--- src/hdl/ast_pkg.sv ---
// ----------------------------------------------------------------------------
// ast_pkg
// types and constants shared by the alarm set and trigger block
// ----------------------------------------------------------------------------
package ast_pkg;

  localparam int HourW   = 5;
  localparam int MinuteW = 6;
  localparam int BeatW   = 4;

  localparam logic [HourW-1:0]   HourMax24  = 5'd23;
  localparam logic [HourW-1:0]   HourMax12  = 5'd12;
  localparam logic [MinuteW-1:0] MinuteMax  = 6'd59;
  localparam logic [BeatW-1:0]   BeatMax    = 4'd15;
  localparam logic [BeatW-1:0]   BeatLimitReset = 4'd6;

  typedef enum logic {
    OP_EDITOR = 1'b0,
    OP_ALARM  = 1'b1
  } op_t;

  typedef enum logic {
    CFG_HOUR_MODE  = 1'b0,
    CFG_BEAT_LIMIT = 1'b1
  } cfg_idx_t;

  typedef enum logic [3:0] {
    E_INIT     = 4'd0,
    E_WAIT     = 4'd1,
    E_BWAIT    = 4'd2,
    E_COMMIT   = 4'd3,
    E_CANCEL   = 4'd4,
    E_SHOW_H   = 4'd5,
    E_FIELD_H  = 4'd6,
    E_INC_H    = 4'd7,
    E_DEC_H    = 4'd8,
    E_SHOW_M   = 4'd9,
    E_FIELD_M  = 4'd10,
    E_INC_M    = 4'd11,
    E_DEC_M    = 4'd12,
    E_SHOW_P   = 4'd13,
    E_FIELD_P  = 4'd14,
    E_TOGGLE_P = 4'd15
  } editor_state_t;

  typedef enum logic [2:0] {
    P_INIT = 3'd0,
    P_WAIT = 3'd1,
    P_ON   = 3'd2,
    P_OFF  = 3'd3,
    P_STOP = 3'd4
  } pattern_state_t;

  typedef struct packed {
    logic left;
    logic right;
    logic up;
    logic down;
    logic req;
  } buttons_t;

  typedef struct packed {
    editor_state_t      state;
    logic [HourW-1:0]   hour;
    logic [MinuteW-1:0] minute;
    logic               pm;
  } edit_t;

  typedef struct packed {
    logic               flag;
    logic [HourW-1:0]   hour;
    logic [MinuteW-1:0] minute;
    logic               pm;
  } armed_t;

  typedef struct packed {
    pattern_state_t   state;
    logic [BeatW-1:0] beat;
  } pattern_t;

  typedef struct packed {
    op_t                op;
    buttons_t           buttons;
    logic               heartbeat;
    logic [HourW-1:0]   clock_hour;
    logic [MinuteW-1:0] clock_minute;
  } tick_t;

endpackage

--- src/hdl/ast_if.sv ---
// ----------------------------------------------------------------------------
// ast channels
// valid/ready interfaces for the tick input and the result output
// ----------------------------------------------------------------------------
interface ast_tick_if;
  logic       valid;
  logic       ready;
  logic       operation;
  logic       left_pressed;
  logic       right_pressed;
  logic       up_pressed;
  logic       down_pressed;
  logic       edit_request;
  logic       heartbeat;
  logic [4:0] clock_hour;
  logic [5:0] clock_minute;

  modport source (output valid, operation, left_pressed, right_pressed, up_pressed,
                  down_pressed, edit_request, heartbeat, clock_hour, clock_minute,
                  input ready);
  modport sink (input valid, operation, left_pressed, right_pressed, up_pressed,
                down_pressed, edit_request, heartbeat, clock_hour, clock_minute,
                output ready);
endinterface

interface ast_result_if;
  logic       valid;
  logic       ready;
  logic [3:0] editor_phase;
  logic [4:0] edit_hour;
  logic [5:0] edit_minute;
  logic       edit_pm;
  logic       alarm_armed;
  logic [4:0] armed_hour;
  logic [5:0] armed_minute;
  logic       armed_pm;
  logic       buzzer_on;
  logic       committed;
  logic       cancelled;

  modport source (output valid, editor_phase, edit_hour, edit_minute, edit_pm,
                  alarm_armed, armed_hour, armed_minute, armed_pm, buzzer_on,
                  committed, cancelled, input ready);
  modport sink (input valid, editor_phase, edit_hour, edit_minute, edit_pm,
                alarm_armed, armed_hour, armed_minute, armed_pm, buzzer_on,
                committed, cancelled, output ready);
endinterface

--- src/hdl/ast_editor.sv ---
// ----------------------------------------------------------------------------
// ast_editor
// next-state logic of the alarm edit state machine and the edited time
// ----------------------------------------------------------------------------
module ast_editor (
  input  ast_pkg::edit_t    cur,
  input  ast_pkg::buttons_t buttons,
  input  logic              hour_mode,
  output ast_pkg::edit_t    nxt
);

  logic                        only_l, only_r, only_u, only_d;
  ast_pkg::editor_state_t      n;
  logic [ast_pkg::HourW-1:0]   hour_inc;
  logic [ast_pkg::MinuteW-1:0] minute_inc;

  assign only_l = buttons.left  & ~buttons.right & ~buttons.up    & ~buttons.down;
  assign only_r = buttons.right & ~buttons.left  & ~buttons.up    & ~buttons.down;
  assign only_u = buttons.up    & ~buttons.left  & ~buttons.right & ~buttons.down;
  assign only_d = buttons.down  & ~buttons.left  & ~buttons.right & ~buttons.up;

  assign hour_inc   = cur.hour + 5'd1;
  assign minute_inc = cur.minute + 6'd1;

  always_comb begin
    unique case (cur.state)
      ast_pkg::E_INIT:   n = ast_pkg::E_WAIT;
      ast_pkg::E_WAIT:   n = buttons.req ? ast_pkg::E_BWAIT : ast_pkg::E_WAIT;
      ast_pkg::E_BWAIT:  n = (buttons.left | buttons.right) ? ast_pkg::E_BWAIT
                                                            : ast_pkg::E_FIELD_H;
      ast_pkg::E_SHOW_H: n = ast_pkg::E_FIELD_H;
      ast_pkg::E_FIELD_H: begin
        if (only_l)      n = ast_pkg::E_SHOW_M;
        else if (only_r) n = ast_pkg::E_CANCEL;
        else if (only_u) n = ast_pkg::E_INC_H;
        else if (only_d) n = ast_pkg::E_DEC_H;
        else             n = cur.state;
      end
      ast_pkg::E_INC_H, ast_pkg::E_DEC_H: n = ast_pkg::E_SHOW_H;
      ast_pkg::E_SHOW_M: n = ast_pkg::E_FIELD_M;
      ast_pkg::E_FIELD_M: begin
        // 24h mode has no am/pm field, so left commits directly
        if (only_l)      n = hour_mode ? ast_pkg::E_COMMIT : ast_pkg::E_SHOW_P;
        else if (only_r) n = ast_pkg::E_SHOW_H;
        else if (only_u) n = ast_pkg::E_INC_M;
        else if (only_d) n = ast_pkg::E_DEC_M;
        else             n = cur.state;
      end
      ast_pkg::E_INC_M, ast_pkg::E_DEC_M: n = ast_pkg::E_SHOW_M;
      ast_pkg::E_SHOW_P: n = ast_pkg::E_FIELD_P;
      ast_pkg::E_FIELD_P: begin
        if (only_l)      n = ast_pkg::E_COMMIT;
        else if (only_r) n = ast_pkg::E_SHOW_M;
        else if ((buttons.up | buttons.down) & ~buttons.left & ~buttons.right)
                         n = ast_pkg::E_TOGGLE_P;
        else             n = ast_pkg::E_FIELD_P;
      end
      ast_pkg::E_TOGGLE_P: n = ast_pkg::E_SHOW_P;
      ast_pkg::E_COMMIT, ast_pkg::E_CANCEL: n = ast_pkg::E_WAIT;
      default: n = ast_pkg::E_WAIT;
    endcase
  end

  always_comb begin
    nxt       = cur;
    nxt.state = n;
    case (n)
      ast_pkg::E_BWAIT: begin
        nxt.hour   = ast_pkg::HourMax12;
        nxt.minute = '0;
        nxt.pm     = 1'b0;
      end
      ast_pkg::E_INC_H: begin
        if (hour_mode) begin
          nxt.hour = (hour_inc > ast_pkg::HourMax24) ? 5'd0 : hour_inc;
        end else begin
          nxt.hour = (hour_inc > ast_pkg::HourMax12) ? 5'd1 : hour_inc;
        end
      end
      ast_pkg::E_DEC_H: begin
        if (hour_mode && cur.hour == 5'd0)       nxt.hour = ast_pkg::HourMax24;
        else if (!hour_mode && cur.hour <= 5'd1) nxt.hour = ast_pkg::HourMax12;
        else                                     nxt.hour = cur.hour - 5'd1;
      end
      ast_pkg::E_INC_M: begin
        nxt.minute = (minute_inc > ast_pkg::MinuteMax) ? 6'd0 : minute_inc;
      end
      ast_pkg::E_DEC_M: begin
        nxt.minute = (cur.minute == 6'd0) ? ast_pkg::MinuteMax : cur.minute - 6'd1;
      end
      ast_pkg::E_TOGGLE_P: nxt.pm = ~cur.pm;
      default: ;
    endcase
  end

endmodule

--- src/hdl/ast_pattern.sv ---
// ----------------------------------------------------------------------------
// ast_pattern
// next-state logic of the alarm match and buzzer pattern
// ----------------------------------------------------------------------------
module ast_pattern (
  input  ast_pkg::pattern_t                cur,
  input  ast_pkg::armed_t                  armed,
  input  logic                             heartbeat,
  input  logic [ast_pkg::HourW-1:0]        clock_hour,
  input  logic [ast_pkg::MinuteW-1:0]      clock_minute,
  input  logic [ast_pkg::BeatW-1:0]        beat_limit,
  output ast_pkg::pattern_t                nxt,
  output logic                             disarm
);

  logic [ast_pkg::BeatW-1:0] beat_inc;

  // saturating beat count
  assign beat_inc = (heartbeat && cur.beat < ast_pkg::BeatMax) ? cur.beat + 4'd1
                                                               : cur.beat;

  always_comb begin
    nxt = cur;
    unique case (cur.state)
      ast_pkg::P_INIT: nxt.state = ast_pkg::P_WAIT;
      ast_pkg::P_WAIT: begin
        // half of day is not compared
        if (armed.flag && armed.hour == clock_hour && armed.minute == clock_minute) begin
          nxt.state = ast_pkg::P_ON;
          nxt.beat  = '0;
        end
      end
      ast_pkg::P_ON, ast_pkg::P_OFF: begin
        nxt.beat = beat_inc;
        if (beat_inc > beat_limit)          nxt.state = ast_pkg::P_STOP;
        else if (cur.state == ast_pkg::P_ON) nxt.state = ast_pkg::P_OFF;
        else                                nxt.state = ast_pkg::P_ON;
      end
      default: nxt.state = ast_pkg::P_INIT;
    endcase
  end

  assign disarm = (nxt.state == ast_pkg::P_STOP);

endmodule

--- src/hdl/alarm_set_and_trigger_top.sv ---
// ----------------------------------------------------------------------------
// alarm_set_and_trigger_top
// alarm time editor and buzzer pattern, one result item per tick item
// ----------------------------------------------------------------------------
//   channel   role    handshake     payload
//   tick      sink    valid/ready   operation, buttons, edit_request, heartbeat, clock
//   result    source  valid/ready   edit time, armed time, buzzer, commit/cancel
//   cfg       write   cfg_we        cfg_index, cfg_data (hour_mode, beat_limit)
//
// an item passes through the tick register and then the result register,
// and one item is accepted every cycle while results drain
// the state update of a tick is a single pass through the editor or the pattern logic
// result stall holds the result register; the tick register fills and then ready drops
// rst is synchronous; it clears both stages and the state machines and resets the config
module alarm_set_and_trigger_top (
  input  logic                clk,
  input  logic                rst,
  input  logic                cfg_we,
  input  logic                cfg_index,
  input  logic [3:0]          cfg_data,
  ast_tick_if.sink            tick,
  ast_result_if.source        result
);

  logic                       hour_mode;
  logic [ast_pkg::BeatW-1:0]  beat_limit;

  logic                       tick_valid;
  ast_pkg::tick_t             tick_q;
  logic                       advance;

  ast_pkg::edit_t             edit;
  ast_pkg::edit_t             edit_next;
  ast_pkg::armed_t            armed;
  ast_pkg::armed_t            armed_next;
  ast_pkg::pattern_t          pattern;
  ast_pkg::pattern_t          pattern_next;
  ast_pkg::edit_t             editor_out;
  ast_pkg::pattern_t          pattern_out;
  logic                       disarm;
  logic                       is_editor;

  assign advance    = tick_valid & (~result.valid | result.ready);
  assign tick.ready = ~tick_valid | advance;
  assign is_editor  = (tick_q.op == ast_pkg::OP_EDITOR);

  // configuration
  always_ff @(posedge clk) begin
    if (rst) begin
      hour_mode  <= 1'b0;
      beat_limit <= ast_pkg::BeatLimitReset;
    end else if (cfg_we) begin
      unique case (cfg_index)
        ast_pkg::CFG_HOUR_MODE:  hour_mode  <= cfg_data[0];
        ast_pkg::CFG_BEAT_LIMIT: beat_limit <= cfg_data;
        default: ;
      endcase
    end
  end

  // tick register
  always_ff @(posedge clk) begin
    if (rst) begin
      tick_valid <= 1'b0;
    end else if (tick.ready) begin
      tick_valid <= tick.valid;
    end
  end

  always_ff @(posedge clk) begin
    if (tick.valid && tick.ready) begin
      tick_q.op           <= ast_pkg::op_t'(tick.operation);
      tick_q.buttons      <= '{left:  tick.left_pressed,  right: tick.right_pressed,
                               up:    tick.up_pressed,    down:  tick.down_pressed,
                               req:   tick.edit_request};
      tick_q.heartbeat    <= tick.heartbeat;
      tick_q.clock_hour   <= tick.clock_hour;
      tick_q.clock_minute <= tick.clock_minute;
    end
  end

  ast_editor u_editor (
    .cur       (edit),
    .buttons   (tick_q.buttons),
    .hour_mode (hour_mode),
    .nxt       (editor_out)
  );

  ast_pattern u_pattern (
    .cur          (pattern),
    .armed        (armed),
    .heartbeat    (tick_q.heartbeat),
    .clock_hour   (tick_q.clock_hour),
    .clock_minute (tick_q.clock_minute),
    .beat_limit   (beat_limit),
    .nxt          (pattern_out),
    .disarm       (disarm)
  );

  always_comb begin
    edit_next    = edit;
    armed_next   = armed;
    pattern_next = pattern;
    if (is_editor) begin
      edit_next = editor_out;
      if (editor_out.state == ast_pkg::E_COMMIT) begin
        armed_next = '{flag: 1'b1, hour: edit.hour, minute: edit.minute, pm: edit.pm};
      end
    end else begin
      pattern_next = pattern_out;
      if (disarm) armed_next.flag = 1'b0;
    end
  end

  // block state and result register
  always_ff @(posedge clk) begin
    if (rst) begin
      edit         <= '{state: ast_pkg::E_INIT, hour: '0, minute: '0, pm: 1'b0};
      armed        <= '0;
      pattern      <= '{state: ast_pkg::P_INIT, beat: '0};
      result.valid <= 1'b0;
    end else begin
      if (advance) begin
        edit         <= edit_next;
        armed        <= armed_next;
        pattern      <= pattern_next;
        result.valid <= 1'b1;
      end else if (result.ready) begin
        result.valid <= 1'b0;
      end
    end
  end

  always_ff @(posedge clk) begin
    if (advance) begin
      result.editor_phase <= edit_next.state;
      result.edit_hour    <= edit_next.hour;
      result.edit_minute  <= edit_next.minute;
      result.edit_pm      <= edit_next.pm;
      result.alarm_armed  <= armed_next.flag;
      result.armed_hour   <= armed_next.hour;
      result.armed_minute <= armed_next.minute;
      result.armed_pm     <= armed_next.pm;
      result.buzzer_on    <= (pattern_next.state == ast_pkg::P_ON);
      result.committed    <= is_editor & (edit_next.state == ast_pkg::E_COMMIT);
      result.cancelled    <= is_editor & (edit_next.state == ast_pkg::E_CANCEL);
    end
  end

endmodule

--- src/flat_wrapper.sv ---
// flat-port wrapper written by rule: the top's interface ports become plain ports
module alarm_set_and_trigger_top_flat 
  (clk, rst, cfg_we, cfg_index, cfg_data, tick_valid, tick_operation, tick_left_pressed, tick_right_pressed, tick_up_pressed, tick_down_pressed, tick_edit_request, tick_heartbeat, tick_clock_hour, tick_clock_minute, tick_ready, result_valid, result_editor_phase, result_edit_hour, result_edit_minute, result_edit_pm, result_alarm_armed, result_armed_hour, result_armed_minute, result_armed_pm, result_buzzer_on, result_committed, result_cancelled, result_ready);
  ast_tick_if tick_i ();
  ast_result_if result_i ();
  input  logic clk;
  input  logic rst;
  input  logic cfg_we;
  input  logic cfg_index;
  input  logic [3:0] cfg_data;
  input wire logic [$bits(tick_i.valid)-1:0] tick_valid;
  input wire logic [$bits(tick_i.operation)-1:0] tick_operation;
  input wire logic [$bits(tick_i.left_pressed)-1:0] tick_left_pressed;
  input wire logic [$bits(tick_i.right_pressed)-1:0] tick_right_pressed;
  input wire logic [$bits(tick_i.up_pressed)-1:0] tick_up_pressed;
  input wire logic [$bits(tick_i.down_pressed)-1:0] tick_down_pressed;
  input wire logic [$bits(tick_i.edit_request)-1:0] tick_edit_request;
  input wire logic [$bits(tick_i.heartbeat)-1:0] tick_heartbeat;
  input wire logic [$bits(tick_i.clock_hour)-1:0] tick_clock_hour;
  input wire logic [$bits(tick_i.clock_minute)-1:0] tick_clock_minute;
  output wire logic [$bits(tick_i.ready)-1:0] tick_ready;
  output wire logic [$bits(result_i.valid)-1:0] result_valid;
  output wire logic [$bits(result_i.editor_phase)-1:0] result_editor_phase;
  output wire logic [$bits(result_i.edit_hour)-1:0] result_edit_hour;
  output wire logic [$bits(result_i.edit_minute)-1:0] result_edit_minute;
  output wire logic [$bits(result_i.edit_pm)-1:0] result_edit_pm;
  output wire logic [$bits(result_i.alarm_armed)-1:0] result_alarm_armed;
  output wire logic [$bits(result_i.armed_hour)-1:0] result_armed_hour;
  output wire logic [$bits(result_i.armed_minute)-1:0] result_armed_minute;
  output wire logic [$bits(result_i.armed_pm)-1:0] result_armed_pm;
  output wire logic [$bits(result_i.buzzer_on)-1:0] result_buzzer_on;
  output wire logic [$bits(result_i.committed)-1:0] result_committed;
  output wire logic [$bits(result_i.cancelled)-1:0] result_cancelled;
  input wire logic [$bits(result_i.ready)-1:0] result_ready;
  assign tick_i.valid = tick_valid;
  assign tick_i.operation = tick_operation;
  assign tick_i.left_pressed = tick_left_pressed;
  assign tick_i.right_pressed = tick_right_pressed;
  assign tick_i.up_pressed = tick_up_pressed;
  assign tick_i.down_pressed = tick_down_pressed;
  assign tick_i.edit_request = tick_edit_request;
  assign tick_i.heartbeat = tick_heartbeat;
  assign tick_i.clock_hour = tick_clock_hour;
  assign tick_i.clock_minute = tick_clock_minute;
  assign tick_ready = tick_i.ready;
  assign result_valid = result_i.valid;
  assign result_editor_phase = result_i.editor_phase;
  assign result_edit_hour = result_i.edit_hour;
  assign result_edit_minute = result_i.edit_minute;
  assign result_edit_pm = result_i.edit_pm;
  assign result_alarm_armed = result_i.alarm_armed;
  assign result_armed_hour = result_i.armed_hour;
  assign result_armed_minute = result_i.armed_minute;
  assign result_armed_pm = result_i.armed_pm;
  assign result_buzzer_on = result_i.buzzer_on;
  assign result_committed = result_i.committed;
  assign result_cancelled = result_i.cancelled;
  assign result_i.ready = result_ready;
  alarm_set_and_trigger_top u_core (.clk(clk), .rst(rst), .cfg_we(cfg_we), .cfg_index(cfg_index), .cfg_data(cfg_data), .tick(tick_i), .result(result_i));
endmodule
--- config.mk ---
export PLATFORM = sky130hd
export DESIGN_NAME = alarm_set_and_trigger_top_flat
export DESIGN_NICKNAME = d
export VERILOG_FILES = /design/src/hdl/ast_pkg.sv /design/src/hdl/ast_if.sv /design/src/hdl/ast_editor.sv /design/src/hdl/ast_pattern.sv /design/src/hdl/alarm_set_and_trigger_top.sv /design/src/flat_wrapper.sv
export SDC_FILE = /design/constraint.sdc
export NUM_CORES = 1
export LEC_CHECK = 0
export BUFFER_PORTS_ARGS = -buffer_cell sky130_fd_sc_hd__buf_2
export CAP_MARGIN = 40
export CELL_PAD_IN_SITES_DETAIL_PLACEMENT = 1
export CELL_PAD_IN_SITES_GLOBAL_PLACEMENT = 2
export CORE_ASPECT_RATIO = 0.6
export CORE_MARGIN = 4
export CORE_UTILIZATION = 35
export DETAILED_ROUTE_END_ITERATION = 8
export PLACE_DENSITY = 0.77
export SETUP_SLACK_MARGIN = 0.05
export SYNTH_ARGS = -nofsm -noshare
export SYNTH_HDL_FRONTEND = slang
export SYNTH_SLANG_ARGS = --single-unit
--- constraint.sdc ---
create_clock -name clk -period 5.3 [get_ports clk]
set_input_delay 0.53 -clock clk [delete_from_list [all_inputs] [get_ports clk]]
set_output_delay 0.53 -clock clk [all_outputs]
set_load 0.005 [all_outputs]
* Word level (Yosys, flattened, before mapping)
Cells that the tools add are included.
** Cells by class
- Multipliers :: 0
- Divide/modulo/power cells :: 0
- Eq/ne operators :: 32
- Mux-type cells :: 39
- Add/sub/neg operators :: 5
- Reduce and logical (&&, ||, !) cells :: 20
- Shift-type cells :: 0
- $lt $le $gt $ge :: 6
- Bitwise operators :: 30
** Operators with widths (count)
- == test 4 bit (second input constant) :: 12
- one-hot mux 4 bit (12 select lines) :: 1
- 2-to-1 mux 4 bit :: 11
- 2-to-1 mux 5 bit :: 5
- == test 4 x 3 -> 1 bit (second input constant) :: 6
- == test 4 x 2 -> 1 bit (second input constant) :: 5
- one-hot mux 6 bit (3 select lines) :: 1
- bitwise AND 1 bit :: 17
- 2-to-1 mux 16 bit :: 1
- one-hot mux 5 bit (3 select lines) :: 1
- 2-to-1 mux 7 bit :: 2
- 2-to-1 mux 13 bit :: 1
- 2-to-1 mux 12 bit :: 1
- 2-to-1 mux 6 bit :: 2
- == test 3 x 2 -> 1 bit (second input constant) :: 3
- 2-to-1 mux 3 bit :: 3
- inverter 1 bit :: 9
- one-hot mux 3 bit (3 select lines) :: 1
- one-hot mux 4 bit (2 select lines) :: 1
- adder 6 x 1 -> 6 bit (second input constant) :: 1
- == test 6 bit :: 1
- > comparator 6 bit (second input constant) :: 1
- logical AND 1 bit :: 6
- logical NOT 6 bit :: 1
- 27 further kinds :: 39
** Storage, ports and cells
- Bits in writable memories :: 0
- Bits in read-only memories :: 0
- Word-level logic and storage cells :: 166
- Register bits :: 93
- Memories kept :: 0
- Bits in latches :: 0
- Bits of input ports :: 28

* Logic depth before layout (Yosys ltp)
- Word-level depth :: 14
- Mapped depth :: 15
- Gate-level depth less buffers :: 15

* Hierarchy
A second synthesis with hierarchy kept.
** Second synthesis, totals
- Cells, all modules :: 566
- Area total of the unflattened synthesis :: 5572.8 µm²
** By module, submodules not included
- alarm_set_and_trigger_top :: sequential area each 2362.3 µm², times used 1, area each 3702.3 µm², cells each 289
- ast_editor :: sequential area each 0.0 µm², times used 1, area each 1360.1 µm², cells each 202
- ast_pattern :: sequential area each 0.0 µm², times used 1, area each 510.5 µm², cells each 75

* Worst setup path after synthesis
Ideal clock, no wire load.
- Kind :: register to register
- From :: register u_core.tick_q[16] (netlist name)
- To :: register u_core.result.edit_hour[3], data pin
- Clock period less this slack :: 2.650 ns
- Buffers on the path :: 1
- Path slack :: 2.650 ns
- Arrival time :: 2.390 ns
- Cell stages (with the launch flop) :: 10
- Cell sequence :: edfxtp_1 -> or2_2 -> mux2i_1 -> nand2b_1 -> a221oi_2 -> nor2_1 -> a22oi_1 -> or2_1 -> buf_2 -> mux2_2
** RTL lines
- end signal: assignment :: line alarm_set_and_trigger_top.sv:137 : result.edit_hour <= edit_next.hour;
- end: declaration :: line ast_if.sv:41 : modport source (output valid, editor_phase, edit_hour, edit_minute, edit_pm,

==> run summary <==
The flow ran to the end, and the final reports show no timing, DRC or antenna violations. TritonCTS built the clock tree. The detailed-route via count was 4311. Max-cap violations in this run came to 0.

The number of antenna diodes in the final layout is 0. The final number of hold-violating endpoints was 0. The logs give 0 ps for the post-route setup TNS and 6.39 ps for the worst-case clock skew. The logs give 38 for the pin count of the biggest net entering global routing and 23700 um for the wire length of the first global-routing pass. The CTS clock-pin slew for the worst setup and hold paths was 70 ps.

The detail route stage leaves a number of antenna-violating nets equal to 0. The endpoint identified for the worst register-to-register timing path is u_core.armed[0]. The worst register-to-register path begins at u_core.tick_q[16].

Setup repair after global routing left no endpoint under its margin. The type of the tightest min-delay check is in2reg. 62 I/O pins were placed.

The synthesized design contains 93 register bits. The number of hold buffers added after CTS was 0. The core region is 14000 um2. STA classifies the critical path startpoint as a flip-flop.

After detailed routing, the number of remaining DRC violations is 0. The area growth from synthesis to layout is 14.5%. The commonest cells after synthesis are nor2_1 (64), edfxtp_1 (50), nand2_1 (48), a21oi_1 (45), dfxtp_1 (43). Before antenna repair, the detailed router went through 4 iterations. The via count of the first global-routing pass is 4302. The count of cells resized by post-cts repair was 0. The run gives 353 ps as the worst hold margin. The detailed router finished its first iteration with 298 violations. The proportion of register bits with asynchronous set or reset after synthesis came out at 0. The root buffer cell chosen for the clock tree is clkbuf_16. In this run the vertical extent of the chip is 102 um. The die width works out to 164 um.

Averaged over all synthesized cells, the footprint is 9.32 um2. The share of layout cells above drive strength 1 was 0.176; the hold path depth was 1. The worst hold path terminates at u_core.tick_q[5]. Final max-slew violation count: 0. Once the clock tree was built, the setup fixing pass inserted 0 buffers.

The gate count after technology mapping was 549. The prevailing post-synth register cell was edfxtp_1. Routability-driven placement finished with a final weighted congestion of 0.867. The fmax is 272 MHz. In the final design database the tool counted 630 nets. Worst slew margin relative to its limit: 0.384. Of all nets on the critical path, the largest fanout is 21. The type of the worst setup path is reg2reg. The post-DP HPWL came out at 10900 um. Summed over all cells, the static leakage comes to 2.20 nW.

The routed design could run at a clock period as short as 3680 ps. The number of cells on the worst reg-to-reg path is 9. The via density per instance is 5.48, and the initial core utilization is 0.366.

For the maximum VDD drop, the log shows 0.000130 V. The number of antenna violations at the first check in global routing is 0. The number of placement rows is 33. The category of the worst setup path capture point was a flip-flop. The fraction of the yosys area taken by sequential cells was 0.462; the post-synthesis cell area was 5120 um2. For this run, the number of Yosys warnings is 0. The later pin in the worst-skew pair is clocked with a latency of 350 ps. In the final routed layout, each cell accounts on average for 18.6 um.

For the pin with the worst max-slew slack, the measured transition is 925 ps. For this run the aggregate overflow at the end of global routing stands at 0. Counting distinct cell types in the post-synthesis netlist gives 67. The largest total area in the synthesized netlist belongs to edfxtp_1.

The startpoint identified for the worst hold timing path is tick_clock_minute[5]. The area share of the leading cell type in the synthesized netlist is 0.293, and the area enclosed by the die boundary is 16700 um2. For this design, the sink count on the clock tree is 93.

Most repeated cell in the gate-level netlist after synthesis: nor2_1. STA puts the critical path data required time at 5530 ps. The final wirelength is 14600 um, and the arrival time at the worst endpoint is 3910 ps. The port buffer count is 61, and the number of CTS-inserted buffers is 9.

When the netlist entered floorplanning its net count stood at 589. After synthesis, the cell types taking the most area are edfxtp_1 (29%), dfxtp_1 (17%), nor2_1 (4.7%). Power spread over the standard cell area amounts to 276 nW/um2.

No sink is reached through more buffers than the 2 on the longest clock path. The final number of setup-violating endpoints came out at 0. The final period utilization was 0.694. The total routing resource utilization after global routing is 0.183, and the count of flip-flops with a built-in enable after synthesis is 50. The logs give 3 for the H-tree level count and 1620 ps for the register-to-register setup slack.
-- power by group --
group,total (W),switching [W],internal (W)
clock network,0.000689,0.000292,0.000398
registers,0.000811,0.0000267,0.000785
logic,0.000120,0.0000725,0.0000472
-- cell type report --
class	instances	area, um2
Timing Repair Buffer	64	348
Clock inverter	5	66.3
Sequential cell	93	2360
Fill cell	1600	8140
Multi-Input combinational cell	404	2520
Inverter	18	67.6
Tap cell	192	240
Clock buffer	11	253
-- state kept, by name (all words and copies together) (netlist names), 4 cells and up --
signal and flops:
u_core.edit 16, u_core.result.edit_hour 5, u_core.result.armed_hour 5, u_core.result.armed_minute 6
u_core.tick_q 18, u_core.result.editor_phase 4, u_core.pattern 7, u_core.beat_limit 4
u_core.result.edit_minute 6, u_core.armed 13
-- worst max-delay path, cell delays in order (launching register included) --
cell	delay, ps
edfxtp_1	590
or2_2	400
o41ai_1	280
a221oi_1	130
o21a_1	410
nor3_1	350
nand3_1	680
mux2_2	540
nor2_1	110
nor3_1	70
-- how the worst max path moves through the flow --
stage / cells past startpoint / to / startpoint / slack, ps
6_report: 9 / u_core.armed[0] / u_core.tick_q[16] / 1620
5_1_grt: 9 / u_core.armed[0] / u_core.tick_q[16] / 1240
4_1_cts: 9 / u_core.armed[0] / u_core.tick_q[16] / 1620
3_5_place_dp: 9 / u_core.armed[0] / u_core.tick_q[16] / 1690
3_3_place_gp: 9 / u_core.armed[0] / u_core.tick_q[16] / 1860
2_1_floorplan: 9 / u_core.result.edit_hour[3] / u_core.tick_q[16] / 2650
-- routing by layer --
metal | GRT usage | vias up | share of wire
met3 | 0.0419 | 11 | 0.048
li1 | - | 2068 | -
met4 | 0.0354 | 0 | 0.0077
met5 | 0 | - | 0
met2 | 0.258 | 99 | 0.40
met1 | 0.284 | 2133 | 0.54
-- per-stage QoR --
stage	cells	utilization	cell area (um2)	power, W	setup WS (ps)
6_report	787	0.419	5860	0.00162	1620
5_1_grt	787	0.419	5860	0.00168	1240
4_1_cts	787	0.419	5860	0.00164	1620
3_5_place_dp	771	0.396	5540	0.000947	1690
3_3_place_gp	769	0.393	5510	0.000939	1860
2_1_floorplan	549	-	5120	0.000895	2650
-- layout by cell type (no fill, tap or decap), types with 7 or more instances in the layout --
cell	count
xnor2_1	20
dfxtp_1	43
a31oi_1	7
buf_2	61
nand3_1	16
inv_1	17
nand4_1	9
nand2b_1	12
o21ai_0	30
a21oi_1	45
clkbuf_16	9
nand2_1	48
nor3_1	17
ha_1	12
mux2_2	9
nor2_1	64
a211oi_1	8
edfxtp_1	50
nor2b_1	10
mux2i_1	10
-- kinds of logic (layout without fill, tap and decap cells) --
kind of cell,after synthesis,in the layout,synth area share
and+or+nand+nor,206,206,0.200
muxes,19,19,0.0394
xor gates and xnor gates,25,25,0.0428
AOI/OAI and AO/OA,141,141,0.180
DFF,93,93,0.462
buffers and inverters,52,98,0.0452
adders and majority gates,13,13,0.0315
No activity file was read; power rests on OpenSTA's default activity.
